$ cat config.mk
export PLATFORM = sky130hd
export DESIGN_NAME = phl_div
export DESIGN_NICKNAME = d
export VERILOG_FILES = /design/src/rtl/core/piecewise_latency_histogram_core_macros.svh /design/src/rtl/core/phl_pkg.sv /design/src/rtl/core/phl_div.sv
export SDC_FILE = /design/constraint.sdc
export NUM_CORES = 1
export LEC_CHECK = 0
export ABC_AREA = 1
export BUFFER_PORTS_ARGS = -buffer_cell sky130_fd_sc_hd__buf_4
export CAP_MARGIN = 15
export CORE_MARGIN = 4
export CORE_UTILIZATION = 60
export CTS_BUF_LIST = sky130_fd_sc_hd__clkbuf_4 sky130_fd_sc_hd__clkbuf_8 sky130_fd_sc_hd__clkbuf_16
export DETAILED_ROUTE_END_ITERATION = 7
export GPL_TIMING_DRIVEN = 0
export HOLD_SLACK_MARGIN = 0.03
export PLACE_DENSITY = 0.83
export SKIP_CTS_REPAIR_TIMING = 1
export SLEW_MARGIN = 20
export SYNTH_ARGS = -nofsm -noshare
export SYNTH_HDL_FRONTEND = slang
export SYNTH_SLANG_ARGS = --single-unit
$ cat constraint.sdc
create_clock -name clk -period 5 [get_ports clk]
set_input_delay 0.5 -clock clk [delete_from_list [all_inputs] [get_ports clk]]
set_output_delay 0.5 -clock clk [all_outputs]
set_load 0.02 [all_outputs]
$ cat src/rtl/core/piecewise_latency_histogram_core_macros.svh
// Assertion helpers for the latency histogram core.
// Both expect signals named clk and rst_n in the enclosing module.
`ifndef PIECEWISE_LATENCY_HISTOGRAM_CORE_MACROS_SVH
`define PIECEWISE_LATENCY_HISTOGRAM_CORE_MACROS_SVH

// Same-cycle implication, checked outside reset
`define PHL_ASSERT_IMP(label, ante, cons, msg) \
  label: assert property (@(posedge clk) disable iff (!rst_n) (ante) |-> (cons)) \
    else $error(msg);

// Next-cycle implication, checked outside reset
`define PHL_ASSERT_NXT(label, ante, cons, msg) \
  label: assert property (@(posedge clk) disable iff (!rst_n) (ante) |=> (cons)) \
    else $error(msg);

`endif

$ cat src/rtl/core/phl_pkg.sv
`default_nettype none

package phl_pkg;

  // Histogram geometry
  localparam int GROUPS     = 3;
  localparam int COLUMNS    = 256;
  localparam int COUNT_BITS = 32;

  localparam int IDX_W = $clog2(COLUMNS);
  localparam int G_W   = (GROUPS > 1) ? $clog2(GROUPS) : 1;
  localparam int VAL_W = 32;
  // Flat positions can reach three full 32-bit group spans
  localparam int POS_W = VAL_W + 2;
  localparam int SEL_W = 8;

  // Stream payload widths
  localparam int IN_DATA_W  = 40;
  localparam int OUT_DATA_W = 72;
  localparam int OUT_USER_W = 2;

  // Configuration register indexes
  localparam int CFG_IDX_W = 3;
  localparam logic [CFG_IDX_W-1:0] REG_BOUND_FIRST  = 3'd0;
  localparam logic [CFG_IDX_W-1:0] REG_WIDTH_FIRST  = 3'd1;
  localparam logic [CFG_IDX_W-1:0] REG_BOUND_SECOND = 3'd2;
  localparam logic [CFG_IDX_W-1:0] REG_WIDTH_SECOND = 3'd3;
  localparam logic [CFG_IDX_W-1:0] REG_BOUND_THIRD  = 3'd4;
  localparam logic [CFG_IDX_W-1:0] REG_WIDTH_THIRD  = 3'd5;

  // Input command codes
  localparam logic CMD_RECORD = 1'b0;
  localparam logic CMD_READ   = 1'b1;

  // Layout rebuild control from the sequencer
  typedef struct packed {
    logic             upd;
    logic             clr;
    logic [G_W-1:0]   g;
    logic [VAL_W-1:0] quo;
  } lay_ctl_t;

  // Layout status and the division operands of the group being rebuilt
  typedef struct packed {
    logic             dirty;
    logic [IDX_W-1:0] sat;
    logic [VAL_W-1:0] num;
    logic [VAL_W-1:0] den;
  } lay_sts_t;

  // Group chosen for a recorded duration
  typedef struct packed {
    logic             found;
    logic [VAL_W-1:0] num;
    logic [VAL_W-1:0] den;
    logic [POS_W-1:0] start;
  } rec_grp_t;

  // Group holding a flat column, for its left edge
  typedef struct packed {
    logic [IDX_W-1:0] diff;
    logic [VAL_W-1:0] w;
    logic [VAL_W-1:0] base;
  } edge_grp_t;

endpackage

`default_nettype wire

$ cat src/rtl/core/phl_div.sv
`default_nettype none

module phl_div (
  input  wire logic                     clk,
  input  wire logic                     rst_n,
  input  wire logic                     start,
  input  wire logic [phl_pkg::VAL_W-1:0] num,
  input  wire logic [phl_pkg::VAL_W-1:0] den,
  output logic                          done,
  output logic [phl_pkg::VAL_W-1:0]      quo
);

  localparam int CNT_W = $clog2(phl_pkg::VAL_W);

  logic                      busy_r, busy_nxt;
  logic                      done_r, done_nxt;
  logic [CNT_W-1:0]          cnt_r, cnt_nxt;
  logic [phl_pkg::VAL_W-1:0] rem_r, rem_nxt;
  logic [phl_pkg::VAL_W-1:0] quo_r, quo_nxt;
  logic [phl_pkg::VAL_W-1:0] den_r, den_nxt;
  logic [phl_pkg::VAL_W:0]   trial;
  logic [phl_pkg::VAL_W:0]   diff;
  logic                      ge;

  // One restoring step: shift in the next dividend bit, try the subtract
  always_comb begin
    trial = {rem_r, quo_r[phl_pkg::VAL_W-1]};
    diff  = trial - {1'b0, den_r};
    ge    = (trial >= {1'b0, den_r});
  end

  always_comb begin
    busy_nxt = busy_r;
    done_nxt = 1'b0;
    cnt_nxt  = cnt_r;
    rem_nxt  = rem_r;
    quo_nxt  = quo_r;
    den_nxt  = den_r;
    if (start) begin
      busy_nxt = 1'b1;
      cnt_nxt  = '0;
      rem_nxt  = '0;
      quo_nxt  = num;
      den_nxt  = den;
    end else if (busy_r) begin
      rem_nxt = ge ? diff[phl_pkg::VAL_W-1:0] : trial[phl_pkg::VAL_W-1:0];
      quo_nxt = {quo_r[phl_pkg::VAL_W-2:0], ge};
      cnt_nxt = cnt_r + 1'b1;
      if (cnt_r == CNT_W'(phl_pkg::VAL_W - 1)) begin
        busy_nxt = 1'b0;
        done_nxt = 1'b1;
      end
    end
  end

  // Control
  always_ff @(posedge clk) begin
    if (!rst_n) begin
      busy_r <= 1'b0;
      done_r <= 1'b0;
    end else begin
      busy_r <= busy_nxt;
      done_r <= done_nxt;
    end
  end

  // Datapath
  always_ff @(posedge clk) begin
    cnt_r <= cnt_nxt;
    rem_r <= rem_nxt;
    quo_r <= quo_nxt;
    den_r <= den_nxt;
  end

  assign done = done_r;
  assign quo  = quo_r;

endmodule

`default_nettype wire

# ---- After elaboration in Yosys (flattened, before gate mapping)
# Index checks and enable logic that the tools add are counted.
dict set report totals {
  regBits 103
  in_bits 67
  output_inout_bits 33
  elab_cells 21
}
dict set report classes {
  add_sub_neg 2
  magnitude_cmp 1
  eq_ne 1
  muxes 7
  bitwise_logic 2
  reduce_logical 2
}
# op count
set ops {}
lappend ops {{$mux W32} 3}
lappend ops {{$ge A33 B32 Y1} 1}
lappend ops {{$sub A32 B32 Y32} 1}
lappend ops {{$add A5 B1 Y5 const B} 1}
lappend ops {{$eq A5 B5 Y1 const B} 1}
lappend ops {{$mux W1} 4}
lappend ops {{$reduce_or A3 Y1} 1}
lappend ops {{$not A1 Y1} 2}
lappend ops {{$reduce_bool A2 Y1} 1}

# ---- Depth between registers and ports, before layout
dict set report logic_depth {
  ltp_word 4
  ltp_mapped 17
  depth_no_buf 16
}

# ---- Worst setup path after synthesis
# Ideal clock, no wire load.
dict set report synth_path {
  path_kind {in2reg}
  startpoint {input start}
  endpoint {register quo_r, in the netlist quo[0], enable pin}
  setup_ns 0.410
  arrival_time_ns 2.034
  required_time_ns 4.590
  path_slack_ns 2.557
  stages 4
  path_buffers 2
  path_cell_list {clkbuf_1 -> nor2_1 -> inv_1 -> clkbuf_1}
}
dict set report synth_between {
  elab_chain_len 1
}
# item line_no
set synth_lines {}
lappend synth_lines {{start, declared} phl_div.sv:6} ;# input wire logic start,
lappend synth_lines {{$reduce_bool A2 Y1 (no source line)} n/a}
lappend synth_lines {{end signal, assigned} phl_div.sv:71} ;# quo_r <= quo_nxt;
lappend synth_lines {{end, declared} phl_div.sv:19} ;# logic [phl_pkg::VAL_W-1:0] quo_r, quo_nxt;
# No other way between the ends.
# A chain may end at the register's enable or synchronous reset.

# ---- Worst setup path in the final report
dict set report layout_path {
  startpoint {register den_r[17] in the netlist's numbering}
  endpoint {register rem_r[24] in the netlist's numbering}
}
dict set report layout_between {
  elab_chain_len 2
  elab_cells_between_ends 3
  classes_between {add/sub (1); order compare (1); mux (1)}
}
# item line_no
set layout_lines {}
lappend layout_lines {{start, declared} phl_div.sv:20} ;# logic [phl_pkg::VAL_W-1:0] den_r, den_nxt;
lappend layout_lines {{start signal, assigned} phl_div.sv:72} ;# den_r <= den_nxt;
lappend layout_lines {{$sub A32 B32 Y32 / $ge A33 B32 Y1 (equally long branches)} {phl_div.sv:28, phl_div.sv:29}}
lappend layout_lines {{$mux W32 (*)} phl_div.sv:46} ;# rem_nxt = ge ? diff[phl_pkg::VAL_W-1:0] : trial[phl_pkg::VAL_W-1:0];
lappend layout_lines {{end signal, assigned} phl_div.sv:70} ;# rem_r <= rem_nxt;
lappend layout_lines {{end, declared} phl_div.sv:18} ;# logic [phl_pkg::VAL_W-1:0] rem_r, rem_nxt;
# Every way passes the cells marked *; elsewhere a longest branch is shown, timed or not.

==> reports/qor.csv <==
metric,value,unit
clock root buffer,clkbuf_8,
Sink Count,103,
post-synthesis sequential area ratio,40.6,%
Filler cells,928,
Synth Area in Simple Gates,35.0,%
drt wl/cell,14.0,µm
CP endpoint kind,flip-flop,
pin count of the biggest net entering global routing,34,
syn nets,1061,
largest family of logic cells by synthesized area,simple AND/OR/NAND/NOR gates,
first-pass GRT wire length,27.9,mm
highest clock rate,424,MHz
Die W,113,µm
clk slew on worst S/H paths,0.11,ns
Seq cells post-synth,103,
CTS Buf Count,9,
fraction of layout instances using a drive strength above 1,12.8,%
initial antenna violation count,0,
CTS tree,yes,
grt met2 use,44.7,%
slew of the pin with the lowest slew margin,0.700,ns
post-layout util,71.8,%
mux share of post-synthesis cell area,0,%
Starting DRT DRC Count,507,
ys flop type,edfxtp_1,
final hold vios,0,
WP buf/inv,2,
skew final,0.0114,ns
Power Total,1.81,mW
post-synthesis adder-cell area fraction,6.70,%
synth unique cells,33,
Critical Path Fanout Max,10,
area grow syn2layout,17.0,%
GP Congestion,0.981,
Peak VDD IR,280,µV
crit start category,flip-flop,
final cycle utilization of the critical path,47.2,%
Slew headroom,53.1,%
core outline area,10800,µm²
num ports,100,
setup TNS,0,ns
GR Util met1,36.2,%
Final Max Slew Viols,0,
GRT Residual Overflow,0,
number of synthesized flops with an enable pin,64,
kind of critical path,flip-flop to flip-flop,
Hold Slack,0.272,ns
CP Data Required Time,5.29,ns
Routed Antenna Nets,0,
vias post-DR,6191,
cell area after synthesis,6650,µm²
Leakage,4.24,nW
M3 GR Usage,7.27,%
Die Span Y,113,µm
Crit path largest cell delay,0.38,ns
net count reported at finish,1172,
setup violators final,0,
die area,12800,µm²
"commonest non-fill, non-tap cell in the layout",nand2_1,
total track usage,27.2,%
DRC Markers,0,
fin crit period,2.36,ns
synth warn,0,
worst-path cell chain,inv_1 > ha_1 > nand2_1 > nor2_2 > nand2_1 > nor2_2 > nand2_1 > nand2_2 > a21oi_4 > buf_2 > nand3b_1 > nand3_1 > nand2_1,
maximum clock path buffer count,2,
unrepaired setup endpoints after global routing,no,
critical path's top delay family,simple AND/OR/NAND/NOR gates,
Synth Area in XOR/XNOR,1.84,%
run status,finished clean,
compound-cell area share of the yosys netlist,4.42,%
global routing's busiest layer,met2,
critical path's most frequent cell,nand2_1,
MaxCap Viol Count,0,
critical path arrival,2.65,ns
vias per cell,5.10,
vias in the first global route,5845,
average size of a mapped cell,6.94,µm²
reg2reg setup slack,2.64,ns
# diodes,0,
Synth Instances,959,
H-tree levels,3,
Port-buffer cells,99,
First-pass DRT Iterations,5,
"commonest non-fill, non-tap cells in the layout","399 x nand2_1, 170 x inv_1, 101 x buf_4",
starting density of the core,61.4,%
clk_lat worst skew,0.39,ns
worst min-delay path class,input pin to flip-flop,
power density cells,233,nW/µm²
Worst path slowest cell,edfxtp_1,
final wirelength,17.0,mm
DP HPWL,13.2,mm
Rows,38,
share of flip-flops with an asynchronous set or reset,0,%
[cell families after synthesis]
kind of cell	after synthesis
compound gates	53
flops	103
simple gates	559
xor+xnor	14
buf+inv	195
fa+ha+maj	35
[cell type report]
| class | instances | area [µm²] | area share [%] |
|---|---|---|---|
| Inverter | 172 | 646 | 8.30 |
| Multi-Input combinational cell | 661 | 3190 | 41.0 |
| Buffer | 23 | 111 | 1.43 |
| Sequential cell | 103 | 2700 | 34.7 |
| Clock inverter | 6 | 51.3 | 0.659 |
| Clock buffer | 10 | 131 | 1.69 |
| Timing Repair Buffer | 100 | 771 | 9.91 |
| Tap cell | 140 | 175 | 2.25 |
[path summary, 6_finish.rpt]
kind,start,endpoint,depth (start not counted)
worst max-delay path,den_r[17],rem_r[24],13
worst min-delay path,den[10],den_r[10],1
worst max register to register,den_r[17],rem_r[24],13
worst min register to register,rem_r[19],rem_r[19],2
[Yosys cell counts, types with 13 or more instances]
master | number | area [µm²]
edfxtp_1 | 64 | 1920
clkbuf_1 | 13 | 48.8
nand2_1 | 399 | 1500
nand3_1 | 72 | 360
dfxtp_1 | 39 | 781
ha_1 | 34 | 425
nor2_1 | 45 | 169
inv_1 | 170 | 638
a21oi_1 | 24 | 120
nand3b_1 | 22 | 165
xnor2_1 | 13 | 114
o21ai_1 | 16 | 80.1
[flip-flops by register name (all words and copies together), names as in the netlist]
register,flops
busy_r,1
den_r,32
quo,32
rem_r,32
cnt_r,5
done,1
[metrics by stage]
| step | setup WS, ns | area [µm²] | std cells |
|---|---|---|---|
| after CTS | 2.66 | 7780 | 1215 |
| after detailed placement | 2.35 | 7600 | 1199 |
| final | 2.64 | 7780 | 1215 |
| after floorplan | 2.56 | 6650 | 959 |
| after global routing | 2.41 | 7780 | 1215 |
| after global placement | 1.39 | 7570 | 1198 |
[power by group]
part / total (mW) / switching, mW / internal, mW
clock network: 0.509 / 0.314 / 0.195
logic: 0.313 / 0.187 / 0.127
registers: 0.987 / 0.0254 / 0.962
total: 1.81 / 0.526 / 1.28
[layer usage]
metal  vias to the layer above  routed length, µm
li1                       3189                  -
met1                      2775               7550
met2                       212               7770
met3                        15               1450
met4                         0                203
met5                         -                  0
(Power assumes the default switching activity.)
