--- config.mk ---
export PLATFORM = sky130hd
export DESIGN_NAME = phl_layout
export DESIGN_NICKNAME = d
export VERILOG_FILES = /design/src/rtl/core/piecewise_latency_histogram_core_macros.svh /design/src/rtl/core/phl_pkg.sv /design/src/rtl/core/phl_layout.sv
export SDC_FILE = /design/constraint.sdc
export NUM_CORES = 2
export LEC_CHECK = 0
export BUFFER_PORTS_ARGS = -buffer_cell sky130_fd_sc_hd__buf_2
export CORE_MARGIN = 1.5
export CORE_UTILIZATION = 54
export DETAILED_ROUTE_END_ITERATION = 10
export GPL_ROUTABILITY_DRIVEN = 0
export PLACE_DENSITY = 0.76
export SLEW_MARGIN = 10
export SYNTH_ARGS = -nofsm -noshare
export SYNTH_HDL_FRONTEND = slang
export SYNTH_SLANG_ARGS = --single-unit
--- constraint.sdc ---
create_clock -name clk -period 24.9 [get_ports clk]
set_input_delay 3.735 -clock clk [delete_from_list [all_inputs] [get_ports clk]]
set_output_delay 3.735 -clock clk [all_outputs]
set_load 0.01 [all_outputs]
--- src/rtl/core/piecewise_latency_histogram_core_macros.svh ---
// Assertion helpers for the latency histogram core.
// Both expect signals named clk and rst_n in the enclosing module.
`ifndef PIECEWISE_LATENCY_HISTOGRAM_CORE_MACROS_SVH
`define PIECEWISE_LATENCY_HISTOGRAM_CORE_MACROS_SVH

// Same-cycle implication, checked outside reset
`define PHL_ASSERT_IMP(label, ante, cons, msg) \
  label: assert property (@(posedge clk) disable iff (!rst_n) (ante) |-> (cons)) \
    else $error(msg);

// Next-cycle implication, checked outside reset
`define PHL_ASSERT_NXT(label, ante, cons, msg) \
  label: assert property (@(posedge clk) disable iff (!rst_n) (ante) |=> (cons)) \
    else $error(msg);

`endif

--- src/rtl/core/phl_pkg.sv ---
`default_nettype none

package phl_pkg;

  // Histogram geometry
  localparam int GROUPS     = 3;
  localparam int COLUMNS    = 256;
  localparam int COUNT_BITS = 32;

  localparam int IDX_W = $clog2(COLUMNS);
  localparam int G_W   = (GROUPS > 1) ? $clog2(GROUPS) : 1;
  localparam int VAL_W = 32;
  // Flat positions can reach three full 32-bit group spans
  localparam int POS_W = VAL_W + 2;
  localparam int SEL_W = 8;

  // Stream payload widths
  localparam int IN_DATA_W  = 40;
  localparam int OUT_DATA_W = 72;
  localparam int OUT_USER_W = 2;

  // Configuration register indexes
  localparam int CFG_IDX_W = 3;
  localparam logic [CFG_IDX_W-1:0] REG_BOUND_FIRST  = 3'd0;
  localparam logic [CFG_IDX_W-1:0] REG_WIDTH_FIRST  = 3'd1;
  localparam logic [CFG_IDX_W-1:0] REG_BOUND_SECOND = 3'd2;
  localparam logic [CFG_IDX_W-1:0] REG_WIDTH_SECOND = 3'd3;
  localparam logic [CFG_IDX_W-1:0] REG_BOUND_THIRD  = 3'd4;
  localparam logic [CFG_IDX_W-1:0] REG_WIDTH_THIRD  = 3'd5;

  // Input command codes
  localparam logic CMD_RECORD = 1'b0;
  localparam logic CMD_READ   = 1'b1;

  // Layout rebuild control from the sequencer
  typedef struct packed {
    logic             upd;
    logic             clr;
    logic [G_W-1:0]   g;
    logic [VAL_W-1:0] quo;
  } lay_ctl_t;

  // Layout status and the division operands of the group being rebuilt
  typedef struct packed {
    logic             dirty;
    logic [IDX_W-1:0] sat;
    logic [VAL_W-1:0] num;
    logic [VAL_W-1:0] den;
  } lay_sts_t;

  // Group chosen for a recorded duration
  typedef struct packed {
    logic             found;
    logic [VAL_W-1:0] num;
    logic [VAL_W-1:0] den;
    logic [POS_W-1:0] start;
  } rec_grp_t;

  // Group holding a flat column, for its left edge
  typedef struct packed {
    logic [IDX_W-1:0] diff;
    logic [VAL_W-1:0] w;
    logic [VAL_W-1:0] base;
  } edge_grp_t;

endpackage

`default_nettype wire

--- src/rtl/core/phl_layout.sv ---
`default_nettype none

module phl_layout (
  input  wire logic                          clk,
  input  wire logic                          rst_n,
  input  wire logic                          cfg_valid,
  input  wire logic [phl_pkg::CFG_IDX_W-1:0] cfg_index,
  input  wire logic [phl_pkg::VAL_W-1:0]     cfg_data,
  input  wire phl_pkg::lay_ctl_t             ctl,
  input  wire logic [phl_pkg::VAL_W-1:0]     rec_dur,
  input  wire logic [phl_pkg::IDX_W-1:0]     edge_idx,
  output phl_pkg::lay_sts_t                  sts,
  output phl_pkg::rec_grp_t                  rec,
  output phl_pkg::edge_grp_t                 edg
);

  localparam int NG = phl_pkg::GROUPS;

  // Configuration registers
  logic [phl_pkg::VAL_W-1:0] bound_r [3];
  logic [phl_pkg::VAL_W-1:0] width_r [3];
  logic                      dirty_r;

  // Layout derived from the configuration
  logic [phl_pkg::VAL_W-1:0] lo_r    [NG];
  logic [phl_pkg::VAL_W-1:0] hi_r    [NG];
  logic [phl_pkg::VAL_W-1:0] w_r     [NG];
  logic [phl_pkg::VAL_W-1:0] cnt_r   [NG];
  logic [phl_pkg::POS_W-1:0] start_r [NG];

  logic [phl_pkg::VAL_W-1:0] prev_a  [NG];
  logic [phl_pkg::VAL_W-1:0] b_a     [NG];
  logic [phl_pkg::VAL_W-1:0] wd_a    [NG];
  logic [phl_pkg::POS_W-1:0] end_a   [NG];
  logic [phl_pkg::POS_W-1:0] stp_a   [NG];
  logic [phl_pkg::POS_W-1:0] total;
  logic [phl_pkg::POS_W-1:0] eidx;
  logic [phl_pkg::G_W-1:0]   rsel;
  logic [phl_pkg::G_W-1:0]   esel;
  logic                      efound;

  // Write configuration registers; any write marks the layout stale
  always_ff @(posedge clk) begin
    if (!rst_n) begin
      for (int i = 0; i < 3; i++) begin
        bound_r[i] <= '0;
        width_r[i] <= phl_pkg::VAL_W'(1);
      end
    end else if (cfg_valid) begin
      unique case (cfg_index)
        phl_pkg::REG_BOUND_FIRST:  bound_r[0] <= cfg_data;
        phl_pkg::REG_WIDTH_FIRST:  width_r[0] <= cfg_data;
        phl_pkg::REG_BOUND_SECOND: bound_r[1] <= cfg_data;
        phl_pkg::REG_WIDTH_SECOND: width_r[1] <= cfg_data;
        phl_pkg::REG_BOUND_THIRD:  bound_r[2] <= cfg_data;
        phl_pkg::REG_WIDTH_THIRD:  width_r[2] <= cfg_data;
        default: ;
      endcase
    end
  end

  always_ff @(posedge clk) begin
    if (!rst_n) begin
      dirty_r <= 1'b0;
    end else if (cfg_valid) begin
      dirty_r <= 1'b1;
    end else if (ctl.clr) begin
      dirty_r <= 1'b0;
    end
  end

  // Per-group span: clamp descending bounds, treat zero width as one
  always_comb begin
    for (int g = 0; g < NG; g++) begin
      end_a[g] = start_r[g] + phl_pkg::POS_W'(cnt_r[g]);
    end
    prev_a[0] = '0;
    stp_a[0]  = '0;
    for (int g = 1; g < NG; g++) begin
      prev_a[g] = hi_r[g-1];
      stp_a[g]  = end_a[g-1];
    end
    for (int g = 0; g < NG; g++) begin
      b_a[g]  = (bound_r[g] < prev_a[g]) ? prev_a[g] : bound_r[g];
      wd_a[g] = (width_r[g] == '0) ? phl_pkg::VAL_W'(1) : width_r[g];
    end
    total = end_a[NG-1];
  end

  // Store one group once its column count is known
  always_ff @(posedge clk) begin
    if (!rst_n) begin
      for (int g = 0; g < NG; g++) begin
        lo_r[g]    <= '0;
        hi_r[g]    <= '0;
        w_r[g]     <= phl_pkg::VAL_W'(1);
        cnt_r[g]   <= '0;
        start_r[g] <= '0;
      end
    end else if (ctl.upd) begin
      lo_r[ctl.g]    <= prev_a[ctl.g];
      hi_r[ctl.g]    <= b_a[ctl.g];
      w_r[ctl.g]     <= wd_a[ctl.g];
      cnt_r[ctl.g]   <= ctl.quo;
      start_r[ctl.g] <= stp_a[ctl.g];
    end
  end

  always_comb begin
    sts.dirty = dirty_r;
    sts.sat   = (total < phl_pkg::POS_W'(phl_pkg::COLUMNS - 1)) ?
                phl_pkg::IDX_W'(total) : phl_pkg::IDX_W'(phl_pkg::COLUMNS - 1);
    sts.num   = b_a[ctl.g] - prev_a[ctl.g];
    sts.den   = wd_a[ctl.g];
  end

  // First group whose right bound exceeds the duration
  always_comb begin
    rec.found = 1'b0;
    rsel      = '0;
    for (int g = NG - 1; g >= 0; g--) begin
      if (hi_r[g] > rec_dur) begin
        rec.found = 1'b1;
        rsel      = phl_pkg::G_W'(g);
      end
    end
    rec.num   = rec_dur - lo_r[rsel];
    rec.den   = w_r[rsel];
    rec.start = start_r[rsel];
  end

  // Group whose flat columns hold the index; past all groups the edge is the last bound
  always_comb begin
    eidx   = phl_pkg::POS_W'(edge_idx);
    efound = 1'b0;
    esel   = '0;
    for (int g = NG - 1; g >= 0; g--) begin
      if (eidx >= start_r[g] && eidx < end_a[g]) begin
        efound = 1'b1;
        esel   = phl_pkg::G_W'(g);
      end
    end
    edg.diff = efound ? phl_pkg::IDX_W'(eidx - start_r[esel]) : '0;
    edg.w    = w_r[esel];
    edg.base = efound ? lo_r[esel] : hi_r[NG-1];
  end

endmodule

`default_nettype wire

# Word-level counts from Yosys, hierarchy flattened

Memories as Yosys holds them, arrays and structs flattened.
Cells that the tools add are included.

Logic and storage cells: 137
Memories: 7
Input bits: 114
Bits in registers: 1
Memory bits (writable): 678
Output and inout port bits: 244

Memories:

| name            | words | width | read ports | clocked after memory_dff | write ports | line             | source |
|---|---|---|---|---|---|---|---|
| start_r         | 3     | 34    | 5          | 0                        | 3           | phl_layout.sv:29 | `logic [phl_pkg::POS_W-1:0] start_r [NG];` |
| bound_r         | 3     | 32    | 3          | 0                        | 3           | phl_layout.sv:20 | `logic [phl_pkg::VAL_W-1:0] bound_r [3];` |
| cnt_r           | 3     | 32    | 3          | 0                        | 3           | phl_layout.sv:28 | `logic [phl_pkg::VAL_W-1:0] cnt_r [NG];` |
| hi_r            | 3     | 32    | 3          | 0                        | 3           | phl_layout.sv:26 | `logic [phl_pkg::VAL_W-1:0] hi_r [NG];` |
| lo_r            | 3     | 32    | 2          | 0                        | 3           | phl_layout.sv:25 | `logic [phl_pkg::VAL_W-1:0] lo_r [NG];` |
| w_r             | 3     | 32    | 2          | 0                        | 3           | phl_layout.sv:27 | `logic [phl_pkg::VAL_W-1:0] w_r [NG];` |
| 1 more memories | n/a   | n/a   | n/a        | n/a                      | n/a         | n/a              |  |

Add/subtract/negate cells: 6
Multiplexer cells: 84
Equality and inequality tests: 5
Reductions and logical operators: 13
Order comparisons: 14
Bitwise logic cells: 7

Operator list:

| operator                                                    | count |
|---|---|
| two-way mux 32 bit                                          | 23 |
| binary-select mux 32 bit (select 2 bit)                     | 3 |
| OR reduction 32 bit                                         | 4 |
| adder 34 x 32 -> 34 bit                                     | 3 |
| greater-or-equal comparator 8 x 34 -> 1 bit                 | 3 |
| less-than comparator 8 x 34 -> 1 bit                        | 3 |
| two-way mux 34 bit                                          | 3 |
| > comparator 32 bit                                         | 3 |
| logical NOT 32 bit                                          | 3 |
| binary-select mux 34 bit (select 2 bit)                     | 1 |
| less-than comparator 32 bit                                 | 2 |
| subtractor 32 bit                                           | 2 |
| two-way mux 1 bit                                           | 41 |
| less-than comparator 34 x 8 -> 1 bit, second input constant | 1 |
| OR reduction 34 bit                                         | 1 |
| less-than comparator 32 x 1 -> 1 bit, second input constant | 1 |
| two-way mux 2 bit                                           | 11 |
| two-way mux 8 bit                                           | 2 |
| subtractor 8 bit                                            | 1 |
| == test 3 x 2 -> 1 bit, second input constant               | 2 |
| == test 3 bit, second input constant                        | 2 |
| bitwise OR 1 bit                                            | 6 |
| == test 3 x 1 -> 1 bit, second input constant               | 1 |
| greater-or-equal comparator 3 bit, second input constant    | 1 |
| other kinds (4)                                             | 6 |

# Depth between registers and ports, before layout

An unclocked memory read counts as a cell.

Word-level depth: 10
Gate-level depth with buffers: 34

# Least setup slack after synthesis

OpenSTA, ideal clock, no wires.

Path type: in2out
From: in rec_dur[17] in the netlist's numbering
To: out rec[96] in the netlist's numbering
Required time: 21.165 ns
Arrival: 9.410 ns
Path slack: 11.755 ns
Path buffers: 3
Stages: 30
Cell sequence: inv_1 > ha_1 > a21o_1 > a21o_1 > a211oi_1 > o21ai_0 > o211ai_1 > nand4b_1 > a21oi_1 > a21oi_1 > a211oi_1 > clkbuf_1 > clkbuf_1 > buf_1 > o221ai_1 > ha_1 > fa_1 > nor2b_1 > o31ai_1 > a31oi_1 > o41ai_1 > o2111ai_1 > nand2_1 > o211ai_1 > o211ai_1 > a21boi_0 > nor4_1 > o41ai_1 > a21oi_1 > xnor2_1

RTL lines:

| what            | line             | source |
|---|---|---|
| start, declared | phl_layout.sv:10 | `input wire logic [phl_pkg::VAL_W-1:0] rec_dur,` |
| end, declared   | phl_layout.sv:13 | `output phl_pkg::rec_grp_t rec,` |

==> metrics.md <==
| Metric | Value |
|---|---|
| RSZ-0062 raised after global routing | no |
| Clk buf depth | 3 |
| Vias per std cell | 6.59 |
| Avg Inst Size Synth | 10.3 um^2 |
| First-pass GRT wire length | about 220 mm |
| Iteration-0 DRC Markers | slightly above 5000 |
| Crit. End Element | primary output |
| Static Leakage | roughly 21 nW |
| Worst R2R Start | hi_r[0][1] |
| Layout cells sized above 1 | 12.3% |
| Slew Limit Fails | 0 |
| Total Nets Final | just over 5000 |
| Critical Path Most Common Cell | buf_4 |
| Gr usage total | between 30% and 40% |
| Outcome | completed |
| Crit path max-delay cell type | nor4_1 |
| CP required | around 21 ns |
| Slew @ Worst Pin | around 1.2 ns |
| # Max-Cap Violations | 0 |
| CTS tree | built |
| Die ar. | ~83000 um^2 |
| Mapped Area | approximately 44000 um^2 |
| Reg area | around 20000 um^2 |
| Total Neg Setup Slack | 0 ns |
| Post-synthesis register bit count | around 680 |
| Seq/Total Area, Yosys | between 40% and 50% |
| WP data arrival | 11.29 ns |
| Routed Antenna Nets | 0 |
| Io pins | about 360 |
| Final min period | ~15 ns |
| R2r setup slk | 19.75 ns |
| I/O Buffers | between 300 and 400 |
| Total grt overflow | 0 |
| Critical Path Start Type | input pin |
| Hold Crit Class | flip-flop to flip-flop |
| Min-delay src | dirty_r |
| H-tree depth | 3 |
| Wire per inst | about 26 um |
| WL final | 151 mm |
| Worst Hold Path Cells | 2 |
| Cells after Synth | between 4000 and 5000 |
| Worst Skew | 0.0267 ns |
| Post-synth ARST share | 0% |
| Largest net degree at the start of global routing | around 160 |
| Fill cells | 6506 |
| Distinct cell type count after synthesis | ~90 |
| Final WS setup | 9.88 ns |
| TritonRoute pass-1 iters | 10 |
| Synth Flop Type | edfxtp_1 |
| Initial antenna violation count | 16 |
| Cts bufs inserted | between 70 and 80 |
| Num rows | between 100 and 150 |
| DRC errors left | 0 |
| Hold_buf cts | 0 |
| Area occupied by multi-input gates | about 22000 um^2 |
| R2R depth | 14 |
| Pre-CTS setup slack | just over 10 ns |
| CTS root buf | clkbuf_16 |
| Die Height | just under 300 um |
| Final setup fails | 0 |
| Worst Hold End | dirty_r |
| Vias in the first global route | 35518 |
| Die width | ~290 um |
| CP peak stage delay | 0.92 ns |
| Post-CTS Resized | 0 |
| Layout area overhead | 12.7% |
| Worst-path clk slew | roughly 0.060 ns |
| Post-CTS Setup Bufs | 0 |
| Initial Utilization | between 50% and 60% |
| Via count | 37597 |
| VDD IR max | 0.0000441 V |
| Max Fclk | 66.6 MHz |
| Worst r2r dst | hi_r[1][31] |
| Worst-Skew Late Latency | about 0.66 ns |
| Crit path launch | rec_dur[31] |
| Power per standard cell area | roughly 69 nW/um^2 |
| Post-DP HPWL | about 110 mm |
| Clock tree sinks | 679 |
| Fin crit share | 60.3% |
| Post-synth EDFFs | around 680 |
| Final number of hold-violating endpoints | 0 |
| Worst slew margin | slightly above 20% |
| Core area | 80400 um^2 |
| Yosys warns | 0 |
| Worst setup path class | input pin to primary output |
| Critical path fanouts, max | 68 |
[power breakdown]
group | switching (mW) | internal, mW
clock network | 0.496 | 0.608
logic | 0.581 | 0.336
registers | 0.0599 | 1.34
[logic make-up after synthesis]
kind of cell,synth area share [%]
AO/OA/AOI/OAI,16.2
adder cells (fa/ha/maj),10.8
multiplexers,5.08
buffers and inverters,3.64
XOR/XNOR,2.52
flip-flops,46.5
other,0.00855
AND/OR/NAND/NOR,15.4
[cell type report]
type	instances	share of cell area [%]
multi-input combinational	3221	45.2
sequential	679	41.2
clock buffer	87	3.84
timing repair buffer	402	4.42
tap	1060	2.68
inverter	208	1.58
clock inverter	44	0.982
antenna	4	0.0202
[critical path: cells and delay by family]
| kind | cells | cell delay, ns |
|---|---|---|
| compound gates | 13 | 2.92 |
| xor+xnor | 1 | 0.13 |
| fa+ha+maj | 2 | 0.62 |
| buf+inv | 6 | 1.53 |
| simple gates | 7 | 2.29 |
[state kept, by name (all words and copies together) (netlist names)]
register,flops
hi_r,96
cnt_r,96
start_r,102
bound_r,96
dirty_r,1
lo_r,96
w_r,96
width_r,96
[per-stage QoR]
step / instances / power, mW / hold WS (ns) / utilization [%] / instance area, um^2
after floorplan: 4312 / 1.98 / 0.545 / - / 44100
after global placement: 5568 / 2.28 / 0.562 / 58.5 / 47000
after detailed placement: 5568 / 2.30 / 0.576 / 58.5 / 47000
after CTS: 5699 / 3.39 / 0.597 / 61.4 / 49400
after global routing: 5703 / 3.53 / 0.650 / 61.5 / 49400
final: 5705 / 3.42 / 0.592 / 61.5 / 49400
[layer usage]
metal / wire length (um) / vias up / track usage [%]
li1: - / 16582 / -
met1: 55400 / 17939 / 45.5
met2: 68000 / 2546 / 55.2
met3: 18900 / 514 / 8.24
met4: 8610 / 16 / 18.8
met5: 92 / - / 0
[cell usage after synthesis (24+ instances only)]
library cell / n / area, um^2
a21oi_1: 332 / 1660
inv_1: 208 / 781
a21o_1: 115 / 863
nand3_1: 61 / 305
a2bb2oi_1: 35 / 307
or3_1: 24 / 150
o21ai_0: 190 / 951
nand2_1: 190 / 713
buf_1: 28 / 105
a22oi_1: 45 / 338
o211ai_1: 29 / 218
xnor2_1: 82 / 718
o22ai_1: 103 / 644
nor3_1: 46 / 230
clkbuf_1: 160 / 601
nand2b_1: 46 / 288
xor2_1: 44 / 385
mux2i_1: 218 / 2180
nor2b_1: 39 / 244
and3_1: 27 / 169
edfxtp_1: 678 / 20400
a31oi_1: 26 / 163
ha_1: 369 / 4620
o21a_1: 38 / 285
nor4_1: 123 / 769
and2_1: 206 / 1290
a211oi_1: 38 / 285
nor2_1: 449 / 1690
nand4_1: 61 / 382
[worst max path at each step]
stage / end / slack, ns
3_3_place_gp: rec[97] / 10.31
4_1_cts: rec[97] / 10.13
2_1_floorplan: rec[96] / 11.75
5_1_grt: rec[96] / 9.63
6_report: rec[96] / 9.88
3_5_place_dp: rec[97] / 10.17
[placed cells by master (no fill, tap or decap), drive strengths merged, types with 61 or more instances in the layout]
cell type and count:
edfxtp 678, nor2 449, buf 402, ha 369, a21oi 332, mux2i 218, inv 209, and2 208
o21ai 196, nand2 190, nor4 124, a21o 115, o22ai 103, clkbuf 87, xnor2 82, conb 66
nand4 62, nand3 61
(Power assumes the default switching activity.)
